**src/rtl/pidsc_pkg.sv**
```systemverilog
// ----------------------------------------------------------------------------
// pidsc_pkg
// Types and constants shared by the speed controller modules
// ----------------------------------------------------------------------------
`timescale 1ns / 1ps

package pidsc_pkg;

  // configuration register indexes
  localparam logic [1:0] CFG_GAIN_P     = 2'd0;
  localparam logic [1:0] CFG_GAIN_I     = 2'd1;
  localparam logic [1:0] CFG_GAIN_D     = 2'd2;
  localparam logic [1:0] CFG_CYCLE_TIME = 2'd3;

  // datapath widths
  localparam int GAIN_W  = 24;
  localparam int OPND_W  = 28;  // multiplier operand, sign extended
  localparam int ACC_W   = 62;  // exact Q.24 sum of the three terms
  localparam int DIGIT_W = 4;
  localparam int DIGITS  = OPND_W / DIGIT_W;
  localparam int DIV_W   = 25;  // |error difference| * 256
  localparam int INTEG_W = 27;
  localparam int ERR_W   = 17;

  // integral clamp bound
  localparam logic signed [INTEG_W-1:0] INTEG_LIMIT = 27'sd100;

  // sequencer states
  typedef enum logic [2:0] {
    S_IDLE,
    S_PREP,
    S_MAC_P,
    S_MAC_I,
    S_MAC_D,
    S_FIN
  } state_t;

  // control from the sequencer to the digit-serial multiply-accumulate
  typedef struct packed {
    logic clear;
    logic start;
    logic scale;  // shift the gain up by 8 bits
  } mac_ctrl_t;

endpackage

```
**src/rtl/pidsc_mac.sv**
```systemverilog
// ----------------------------------------------------------------------------
// pidsc_mac
// Digit-serial signed multiply-accumulate, four operand bits per cycle
// ----------------------------------------------------------------------------
`timescale 1ns / 1ps

module pidsc_mac (
  input  logic                                   clk,
  input  logic                                   rst_n,
  input  pidsc_pkg::mac_ctrl_t                   ctrl,
  input  logic signed [pidsc_pkg::GAIN_W-1:0]    gain,
  input  logic signed [pidsc_pkg::OPND_W-1:0]    operand,
  output logic                                   busy,
  output logic signed [pidsc_pkg::ACC_W-1:0]     acc
);
  import pidsc_pkg::*;

  localparam int CNT_W = $clog2(DIGITS);

  logic signed [ACC_W-1:0]  mcand_r, mcand_nxt;
  logic [OPND_W-1:0]        mplier_r, mplier_nxt;
  logic [CNT_W-1:0]         cnt_r, cnt_nxt;
  logic                     busy_r, busy_nxt;
  logic signed [ACC_W-1:0]  acc_r, acc_nxt;
  logic                     last_digit;
  logic signed [DIGIT_W:0]  digit_s;
  logic signed [ACC_W-1:0]  partial;

  // top digit carries the negative weight of the operand sign
  assign last_digit = (cnt_r == CNT_W'(DIGITS - 1));
  assign digit_s    = {last_digit & mplier_r[DIGIT_W-1], mplier_r[DIGIT_W-1:0]};
  assign partial    = mcand_r * ACC_W'(digit_s);

  // digit step and operand load
  always_comb begin
    mcand_nxt  = mcand_r;
    mplier_nxt = mplier_r;
    cnt_nxt    = cnt_r;
    busy_nxt   = busy_r;
    acc_nxt    = acc_r;
    if (ctrl.clear) begin
      acc_nxt = '0;
    end
    if (ctrl.start) begin
      mcand_nxt  = ctrl.scale ? (ACC_W'(gain) <<< 8) : ACC_W'(gain);
      mplier_nxt = operand;
      cnt_nxt    = '0;
      busy_nxt   = 1'b1;
    end else if (busy_r) begin
      acc_nxt    = acc_r + partial;
      mcand_nxt  = mcand_r <<< DIGIT_W;
      mplier_nxt = mplier_r >> DIGIT_W;
      cnt_nxt    = cnt_r + CNT_W'(1);
      busy_nxt   = !last_digit;
    end
  end

  // control state
  always_ff @(posedge clk) begin
    if (!rst_n) begin
      busy_r <= 1'b0;
      cnt_r  <= '0;
    end else begin
      busy_r <= busy_nxt;
      cnt_r  <= cnt_nxt;
    end
  end

  // operand and accumulator registers
  always_ff @(posedge clk) begin
    mcand_r  <= mcand_nxt;
    mplier_r <= mplier_nxt;
    acc_r    <= acc_nxt;
  end

  assign busy = busy_r;
  assign acc  = acc_r;

endmodule

```
**src/rtl/pidsc_div.sv**
```systemverilog
// ----------------------------------------------------------------------------
// pidsc_div
// Bit-serial restoring divider, one quotient bit per cycle
// ----------------------------------------------------------------------------
`timescale 1ns / 1ps

module pidsc_div (
  input  logic                           clk,
  input  logic                           rst_n,
  input  logic                           start,
  input  logic [pidsc_pkg::DIV_W-1:0]    dividend,
  input  logic [7:0]                     divisor,
  output logic                           busy,
  output logic [pidsc_pkg::DIV_W-1:0]    quotient
);
  import pidsc_pkg::*;

  localparam int CNT_W = $clog2(DIV_W);

  logic [DIV_W-1:0] quo_r, quo_nxt;
  logic [7:0]       rem_r, rem_nxt;
  logic [7:0]       dsor_r, dsor_nxt;
  logic [CNT_W-1:0] cnt_r, cnt_nxt;
  logic             busy_r, busy_nxt;
  logic [8:0]       rem_sh;
  logic             fits;
  logic [8:0]       rem_sub;

  // trial subtract of the shifted remainder
  assign rem_sh  = {rem_r, quo_r[DIV_W-1]};
  assign fits    = (rem_sh >= {1'b0, dsor_r});
  assign rem_sub = rem_sh - {1'b0, dsor_r};

  always_comb begin
    quo_nxt  = quo_r;
    rem_nxt  = rem_r;
    dsor_nxt = dsor_r;
    cnt_nxt  = cnt_r;
    busy_nxt = busy_r;
    if (start) begin
      quo_nxt  = dividend;
      rem_nxt  = '0;
      dsor_nxt = divisor;
      cnt_nxt  = '0;
      busy_nxt = 1'b1;
    end else if (busy_r) begin
      quo_nxt  = {quo_r[DIV_W-2:0], fits};
      rem_nxt  = fits ? rem_sub[7:0] : rem_sh[7:0];
      cnt_nxt  = cnt_r + CNT_W'(1);
      busy_nxt = (cnt_r != CNT_W'(DIV_W - 1));
    end
  end

  // control state
  always_ff @(posedge clk) begin
    if (!rst_n) begin
      busy_r <= 1'b0;
      cnt_r  <= '0;
    end else begin
      busy_r <= busy_nxt;
      cnt_r  <= cnt_nxt;
    end
  end

  // shift registers
  always_ff @(posedge clk) begin
    quo_r  <= quo_nxt;
    rem_r  <= rem_nxt;
    dsor_r <= dsor_nxt;
  end

  assign busy     = busy_r;
  assign quotient = quo_r;

endmodule

```
**src/rtl/pid_speed_controller.sv**
```systemverilog
// Each input item is worked through before the next one is taken, and a
// zero target skips the arithmetic. The time per item is set by the 25-step
// bit-serial derivative divider followed by the digit-serial
// multiply-accumulate for the derivative term.
// Reset (rst_n low, synchronous) clears gains to 0, cycle time to 1,
// the integral and last error to 0, and empties the output register.
// ----------------------------------------------------------------------------
// pid_speed_controller
// PID speed loop with clamped integral, digit-serial multiply and bit-serial divide
// ----------------------------------------------------------------------------
`timescale 1ns / 1ps

module pid_speed_controller (
  input  logic        clk,
  input  logic        rst_n,
  // input stream
  input  logic        in_tvalid,
  output logic        in_tready,
  input  logic [31:0] in_tdata,   // [15:0] target_value, [31:16] measured_value
  // result stream
  output logic        out_tvalid,
  input  logic        out_tready,
  output logic [31:0] out_tdata,  // [31:0] drive
  // configuration
  input  logic        cfg_wr_en,
  input  logic [1:0]  cfg_addr,
  input  logic [23:0] cfg_wdata
);
  import pidsc_pkg::*;

  state_t state_r, state_nxt;

  // configuration registers
  logic signed [GAIN_W-1:0] gain_p_r, gain_i_r, gain_d_r;
  logic [7:0]               cycle_time_r;
  logic [7:0]               cyc_eff;

  // controller state and captured inputs
  logic signed [INTEG_W-1:0] integral_r;
  logic signed [ERR_W-1:0]   last_err_r;
  logic signed [15:0]        target_r, measured_r;
  logic                      dneg_r;

  // output register
  logic        out_valid_r;
  logic [31:0] out_data_r;

  // datapath
  logic                      in_xfer, in_zero, out_free;
  logic signed [ERR_W-1:0]   err_s;
  logic signed [INTEG_W-1:0] integ_clamp;
  logic signed [25:0]        err_cyc;
  logic signed [INTEG_W-1:0] integ_new;
  logic signed [ERR_W:0]     diff_s;
  logic [ERR_W:0]            diff_mag;
  logic [DIV_W-1:0]          dividend;
  logic [DIV_W-1:0]          quotient;
  logic signed [DIV_W:0]     deriv;
  logic                      div_busy, div_start;
  mac_ctrl_t                 mac_ctrl;
  logic signed [GAIN_W-1:0]  mac_gain;
  logic signed [OPND_W-1:0]  mac_opnd;
  logic                      mac_busy;
  logic signed [ACC_W-1:0]   acc;
  logic signed [ACC_W-17:0]  acc_sh;
  logic                      ovf;
  logic [31:0]               drive_sat;

  assign in_tready = (state_r == S_IDLE);
  assign in_xfer   = in_tvalid && in_tready;
  assign in_zero   = (in_tdata[15:0] == 16'd0);
  assign out_free  = !out_valid_r || out_tready;
  assign cyc_eff   = (cycle_time_r == 8'd0) ? 8'd1 : cycle_time_r;

  // error, clamped integral update and derivative dividend
  assign err_s       = ERR_W'(target_r) - ERR_W'(measured_r);
  assign integ_clamp = (integral_r > INTEG_LIMIT)  ? INTEG_LIMIT :
                       (integral_r < -INTEG_LIMIT) ? -INTEG_LIMIT : integral_r;
  assign err_cyc     = err_s * $signed({1'b0, cyc_eff});
  assign integ_new   = integ_clamp + INTEG_W'(err_cyc);
  assign diff_s      = (ERR_W + 1)'(err_s) - (ERR_W + 1)'(last_err_r);
  assign diff_mag    = diff_s[ERR_W] ? (ERR_W + 1)'(-diff_s) : diff_s;
  assign dividend    = {diff_mag[ERR_W-1:0], 8'd0};
  assign deriv       = dneg_r ? -$signed({1'b0, quotient}) : $signed({1'b0, quotient});

  // floor shift by 16 and saturation to the drive range
  assign acc_sh    = acc[ACC_W-1:16];
  assign ovf       = !((&acc_sh[ACC_W-17:31]) || !(|acc_sh[ACC_W-17:31]));
  assign drive_sat = !ovf ? acc_sh[31:0] :
                     acc_sh[ACC_W-17] ? 32'h8000_0000 : 32'h7fff_ffff;

  // sequencer
  always_comb begin
    state_nxt      = state_r;
    mac_ctrl       = '0;
    div_start      = 1'b0;
    mac_gain       = gain_p_r;
    mac_opnd       = OPND_W'(err_s);
    case (state_r)
      S_IDLE: begin
        if (in_xfer) begin
          mac_ctrl.clear = 1'b1;
          state_nxt      = in_zero ? S_FIN : S_PREP;
        end
      end
      S_PREP: begin
        div_start      = 1'b1;
        mac_ctrl.start = 1'b1;
        mac_ctrl.scale = 1'b1;
        state_nxt      = S_MAC_P;
      end
      S_MAC_P: begin
        mac_gain = gain_i_r;
        mac_opnd = OPND_W'(integral_r);
        if (!mac_busy) begin
          mac_ctrl.start = 1'b1;
          mac_ctrl.scale = 1'b1;
          state_nxt      = S_MAC_I;
        end
      end
      S_MAC_I: begin
        mac_gain = gain_d_r;
        mac_opnd = OPND_W'(deriv);
        if (!mac_busy && !div_busy) begin
          mac_ctrl.start = 1'b1;
          state_nxt      = S_MAC_D;
        end
      end
      S_MAC_D: begin
        if (!mac_busy) begin
          state_nxt = S_FIN;
        end
      end
      S_FIN: begin
        if (out_free) begin
          state_nxt = S_IDLE;
        end
      end
      default: begin
        state_nxt = S_IDLE;
      end
    endcase
  end

  always_ff @(posedge clk) begin
    if (!rst_n) begin
      state_r <= S_IDLE;
    end else begin
      state_r <= state_nxt;
    end
  end

  // configuration writes
  always_ff @(posedge clk) begin
    if (!rst_n) begin
      gain_p_r     <= '0;
      gain_i_r     <= '0;
      gain_d_r     <= '0;
      cycle_time_r <= 8'd1;
    end else if (cfg_wr_en) begin
      case (cfg_addr)
        CFG_GAIN_P:     gain_p_r     <= cfg_wdata;
        CFG_GAIN_I:     gain_i_r     <= cfg_wdata;
        CFG_GAIN_D:     gain_d_r     <= cfg_wdata;
        CFG_CYCLE_TIME: cycle_time_r <= cfg_wdata[7:0];
        default: ;
      endcase
    end
  end

  // integral and last error
  always_ff @(posedge clk) begin
    if (!rst_n) begin
      integral_r <= '0;
      last_err_r <= '0;
    end else if (in_xfer && in_zero) begin
      integral_r <= '0;
      last_err_r <= '0;
    end else if (state_r == S_PREP) begin
      integral_r <= integ_new;
      last_err_r <= err_s;
    end
  end

  // captured input and derivative sign
  always_ff @(posedge clk) begin
    if (in_xfer) begin
      target_r   <= in_tdata[15:0];
      measured_r <= in_tdata[31:16];
    end
    if (state_r == S_PREP) begin
      dneg_r <= diff_s[ERR_W];
    end
  end

  // result register, free to take the next transfer as soon as it is read
  always_ff @(posedge clk) begin
    if (!rst_n) begin
      out_valid_r <= 1'b0;
    end else if (state_r == S_FIN && out_free) begin
      out_valid_r <= 1'b1;
    end else if (out_tready) begin
      out_valid_r <= 1'b0;
    end
  end

  always_ff @(posedge clk) begin
    if (state_r == S_FIN && out_free) begin
      out_data_r <= drive_sat;
    end
  end

  assign out_tvalid = out_valid_r;
  assign out_tdata  = out_data_r;

  pidsc_div u_div (
    .clk      (clk),
    .rst_n    (rst_n),
    .start    (div_start),
    .dividend (dividend),
    .divisor  (cyc_eff),
    .busy     (div_busy),
    .quotient (quotient)
  );

  pidsc_mac u_mac (
    .clk     (clk),
    .rst_n   (rst_n),
    .ctrl    (mac_ctrl),
    .gain    (mac_gain),
    .operand (mac_opnd),
    .busy    (mac_busy),
    .acc     (acc)
  );

endmodule

```
**config.mk**
```make
export PLATFORM = sky130hd
export DESIGN_NAME = pid_speed_controller
export DESIGN_NICKNAME = d
export VERILOG_FILES = /design/src/rtl/pidsc_pkg.sv /design/src/rtl/pidsc_mac.sv /design/src/rtl/pidsc_div.sv /design/src/rtl/pid_speed_controller.sv
export SDC_FILE = /design/constraint.sdc
export NUM_CORES = 2
export LEC_CHECK = 0
export ABC_CLOCK_PERIOD_IN_PS = 21100
export BUFFER_PORTS_ARGS = -buffer_cell sky130_fd_sc_hd__buf_2
export CORE_ASPECT_RATIO = 1.4
export CORE_MARGIN = 2
export CORE_UTILIZATION = 64
export CTS_CLUSTER_DIAMETER = 200
export CTS_CLUSTER_SIZE = 16
export DETAILED_ROUTE_END_ITERATION = 16
export PLACE_DENSITY_LB_ADDON = 0.05
export SYNTH_ARGS = -nofsm -noshare
export SYNTH_HDL_FRONTEND = slang
export SYNTH_SLANG_ARGS = --single-unit
```
**constraint.sdc**
```tcl
create_clock -name clk -period 21.1 [get_ports clk]
set_input_delay 4.22 -clock clk [delete_from_list [all_inputs] [get_ports clk]]
set_output_delay 4.22 -clock clk [all_outputs]
set_load 0.05 [all_outputs]
```
==> results by group <==
Outcome
  – Status: completed

Clock network
  – CTS tree: built
  – Clock root buffer: clkbuf_16
  – CTS sink count: 395
  – Clk buf depth: 3
  – Worst-skew pair later-pin latency: 620 ps
  – Reg clk slew, reported paths: 80 ps
  – Setup bufs post-CTS: 0
  – H-tree Lvls: 1
  – Hold_buf cts: 0
  – PostCTS Resize Cnt: 0
  – Clock buffer count from CTS: 28

Yosys
  – Largest family of logic cells by synthesized area: adder cells
  – Compound-cell area share of the yosys netlist: 15.2%
  – Mapped Cells: 3874
  – Synthesized area: 0.0353 mm^2
  – Synth unique cells: 78
  – Post-Syn Nets: 4537
  – FF+latch count, synth: 395
  – Ys async rst share: 0%
  – Synth Flop Type: dfxtp_1
  – Simple-gate share of the synthesized area: 16.9%
  – Mux share of post-synthesis cell area: 1.16%
  – Sequential area share after synthesis: 27.5%
  – Xor/xnor cell area share of the yosys netlist: 4.02%
  – Post-synth EDFFs: 179
  – Synth Warn #: 0
  – Syn_area_per_cell: 9.11 um^2
  – Post-Synth Adder-Cell Area: 29.0%

Placed design
  – Placed inst area: 0.0363 mm^2
  – IO buf count: 96
  – Gpl congestion: 0.968
  – DPL Wire Length: 70500 um

Critical path
  – Critical path's slowest cell: xor2_1
  – Reg2reg path depth: 28
  – Required @ worst endpoint: 21590 ps
  – WS Path Type: flop to flop
  – Critical Path End: integral_r[26]
  – Crit path buf inv count: 3
  – Crit path largest cell delay: 860 ps
  – Largest delay share family, worst path: adder cells
  – Critical Path AT: 9080 ps
  – Worst setup SP type: flop
  – R2r setup slk: 12510 ps
  – Crit. Startpoint: measured_r[0]
  – Reg2Reg Launch Point: measured_r[0]
  – Crit end category: flop
  – Crit path top cell by count: fa_1
  – CP max FO: 11
  – FF-to-FF End: integral_r[26]
  – CP Depth: 28

Timing
  – Unrepaired setup endpoints after global routing: false
  – Relative slew slack: 20.7%
  – Max-slew violation count: 0
  – Final hold vios: 0
  – Achievable frequency: 116 MHz
  – Setup Total Neg Slack: 0 ps
  – Clk_skew: 19.7 ps
  – Worst-margin pin slew: 1190 ps
  – WHS: 461 ps
  – Final setup fails: 0
  – Final period util: 40.7%
  – Tmin final: 8590 ps

Die
  – CORE AREA: 0.0543 mm^2
  – Die ar.: 0.0571 mm^2
  – Row cnt: 101
  – Die Wd: 202 um
  – Height of the die: 282 um
  – I/O Pins: 97
  – Initial Util: 64.9%

Cells and area
  – Layout area overhead: 5.20%
  – Final Util: 68.3%
  – # nets final: 4501
  – Antenna cells: 0
  – Layout cell share with drive strength beyond 1: 6.84%
  – Total of fill cells in the finished design: 4423
  – Cell area after layout: 0.0371 mm^2

Global route
  – Pin count of the biggest net entering global routing: 91
  – GR Layer Usage met2: 61.2%
  – Grt peak-use layer: met2
  – Initial antenna violation count: 1
  – Total grt overflow: 0
  – Met1 GRT Util: 38.5%
  – GRT Overall Usage: 33.6%
  – Grt met3 use: 3.29%
  – Vias in the first global route: 28800
  – Global-route wire length before repair: 152000 um

Routing
  – Routed length per instance: 20.6 um
  – Vias: 27800
  – Post-route DRC violation count: 0
  – DRT antenna net count: 0
  – Final wirelength: 94200 um
  – Via density: 6.08
  – First-pass detailed-route iteration total: 5
  – First DRT Iteration DRCs: 1752

Hold path
  – Hold Crit Class: flop to flop

Run
  – Total of max-cap violations: 0
registers in the layout, summed over array words and instances, names as in the netlist:
| signal | count |
|---|---|
| cycle_time_r | 8 |
| dneg_r | 1 |
| gain_d_r | 24 |
| gain_i_r | 24 |
| gain_p_r | 24 |
| integral_r | 27 |
| last_err_r | 17 |
| measured_r | 16 |
| out_tdata | 32 |
| out_tvalid | 1 |
| state_r | 3 |
| target_r | 16 |
| u_div.busy | 1 |
| u_div.cnt_r | 5 |
| u_div.dsor_r | 8 |
| u_div.quotient | 25 |
| u_div.rem_r | 8 |
| u_mac.acc | 62 |
| u_mac.busy | 1 |
| u_mac.cnt_r | 3 |
| u_mac.mcand_r | 62 |
| u_mac.mplier_r | 27 |
kinds of logic (layout without fill, tap and decap cells):
kind of cell | Yosys count | in the layout
simple gates | 1270 | 1270
compound gates | 831 | 831
fa+ha+maj | 600 | 600
buf+inv | 575 | 559
flops | 395 | 395
xor+xnor | 162 | 162
mux | 41 | 41
worst register-to-register path: cells and delay by family (launching register included):
family          cells  cell delay (ps)
xor+xnor            2             1030
fa+ha+maj           8             3520
buf+inv             3              150
flops               1              380
compound gates      8             2040
simple gates        7             1330
how the worst min path moves through the flow:
stage	startpoint	to	slack [ps]	cells after the start
6_report	last_err_r[7]	last_err_r[7]	460	2
5_1_grt	last_err_r[7]	last_err_r[7]	480	2
4_1_cts	last_err_r[7]	last_err_r[7]	460	2
3_5_place_dp	last_err_r[7]	last_err_r[7]	450	2
3_3_place_gp	last_err_r[9]	last_err_r[9]	440	2
2_1_floorplan	u_div.rem_r[7]	u_div.rem_r[7]	430	2
cells in the final DEF, fill, tap and decap left out, types with 121 or more instances in the layout:
master / count
fa_1: 365
inv_1: 365
dfxtp_1: 215
ha_1: 235
o21ai_0: 121
nand2_1: 633
a21oi_1: 186
and2_1: 188
nor2_1: 146
edfxtp_1: 179
stage by stage:
stage	worst slack (ps)	instances
2_1_floorplan	13830	3874
3_3_place_gp	12990	4529
3_5_place_dp	12620	4529
4_1_cts	12560	4579
5_1_grt	12020	4579
6_report	12510	4579
cell usage after synthesis, types with 26 or more instances:
| cell | count | area, um^2 |
|---|---|---|
| xor2_1 | 72 | 631 |
| clkbuf_1 | 199 | 747 |
| and3_1 | 26 | 163 |
| xnor2_1 | 90 | 788 |
| nand3_1 | 38 | 190 |
| a21oi_1 | 186 | 931 |
| o21ai_0 | 121 | 606 |
| dfxtp_1 | 216 | 4320 |
| fa_1 | 365 | 7310 |
| mux2i_1 | 41 | 410 |
| inv_1 | 365 | 1370 |
| edfxtp_1 | 179 | 5380 |
| nand2_1 | 635 | 2380 |
| a21boi_0 | 84 | 631 |
| nor2_1 | 148 | 556 |
| ha_1 | 235 | 2940 |
| o21ai_1 | 83 | 415 |
| and2_1 | 188 | 1180 |
| o21a_1 | 79 | 593 |
| a21o_1 | 66 | 495 |
| nor3_1 | 26 | 130 |
| nand4_1 | 30 | 188 |
| nor2b_1 | 35 | 219 |
| or2_2 | 63 | 394 |
| a211oi_1 | 58 | 435 |
layout make-up:
cell class / count / area, um^2 / share of cell area, %
Clock buffer: 48 / 776 / 2.09
Clock inverter: 2 / 36.3 / 0.0977
Inverter: 366 / 1370 / 3.70
Multi-Input combinational cell: 2904 / 23500 / 63.3
Sequential cell: 395 / 9700 / 26.1
Tap cell: 721 / 902 / 2.43
Timing Repair Buffer: 143 / 833 / 2.24
routing by layer:
layer	vias to the layer above	share of wire, %
met4	2	6.3
li1	12900	-
met3	286	4.9
met5	-	0.012
met1	13800	37
met2	896	52
Power is left out: the tool's default activity adds up to more than one toggle a clock period on the data nets, which glitch-free logic cannot reach.
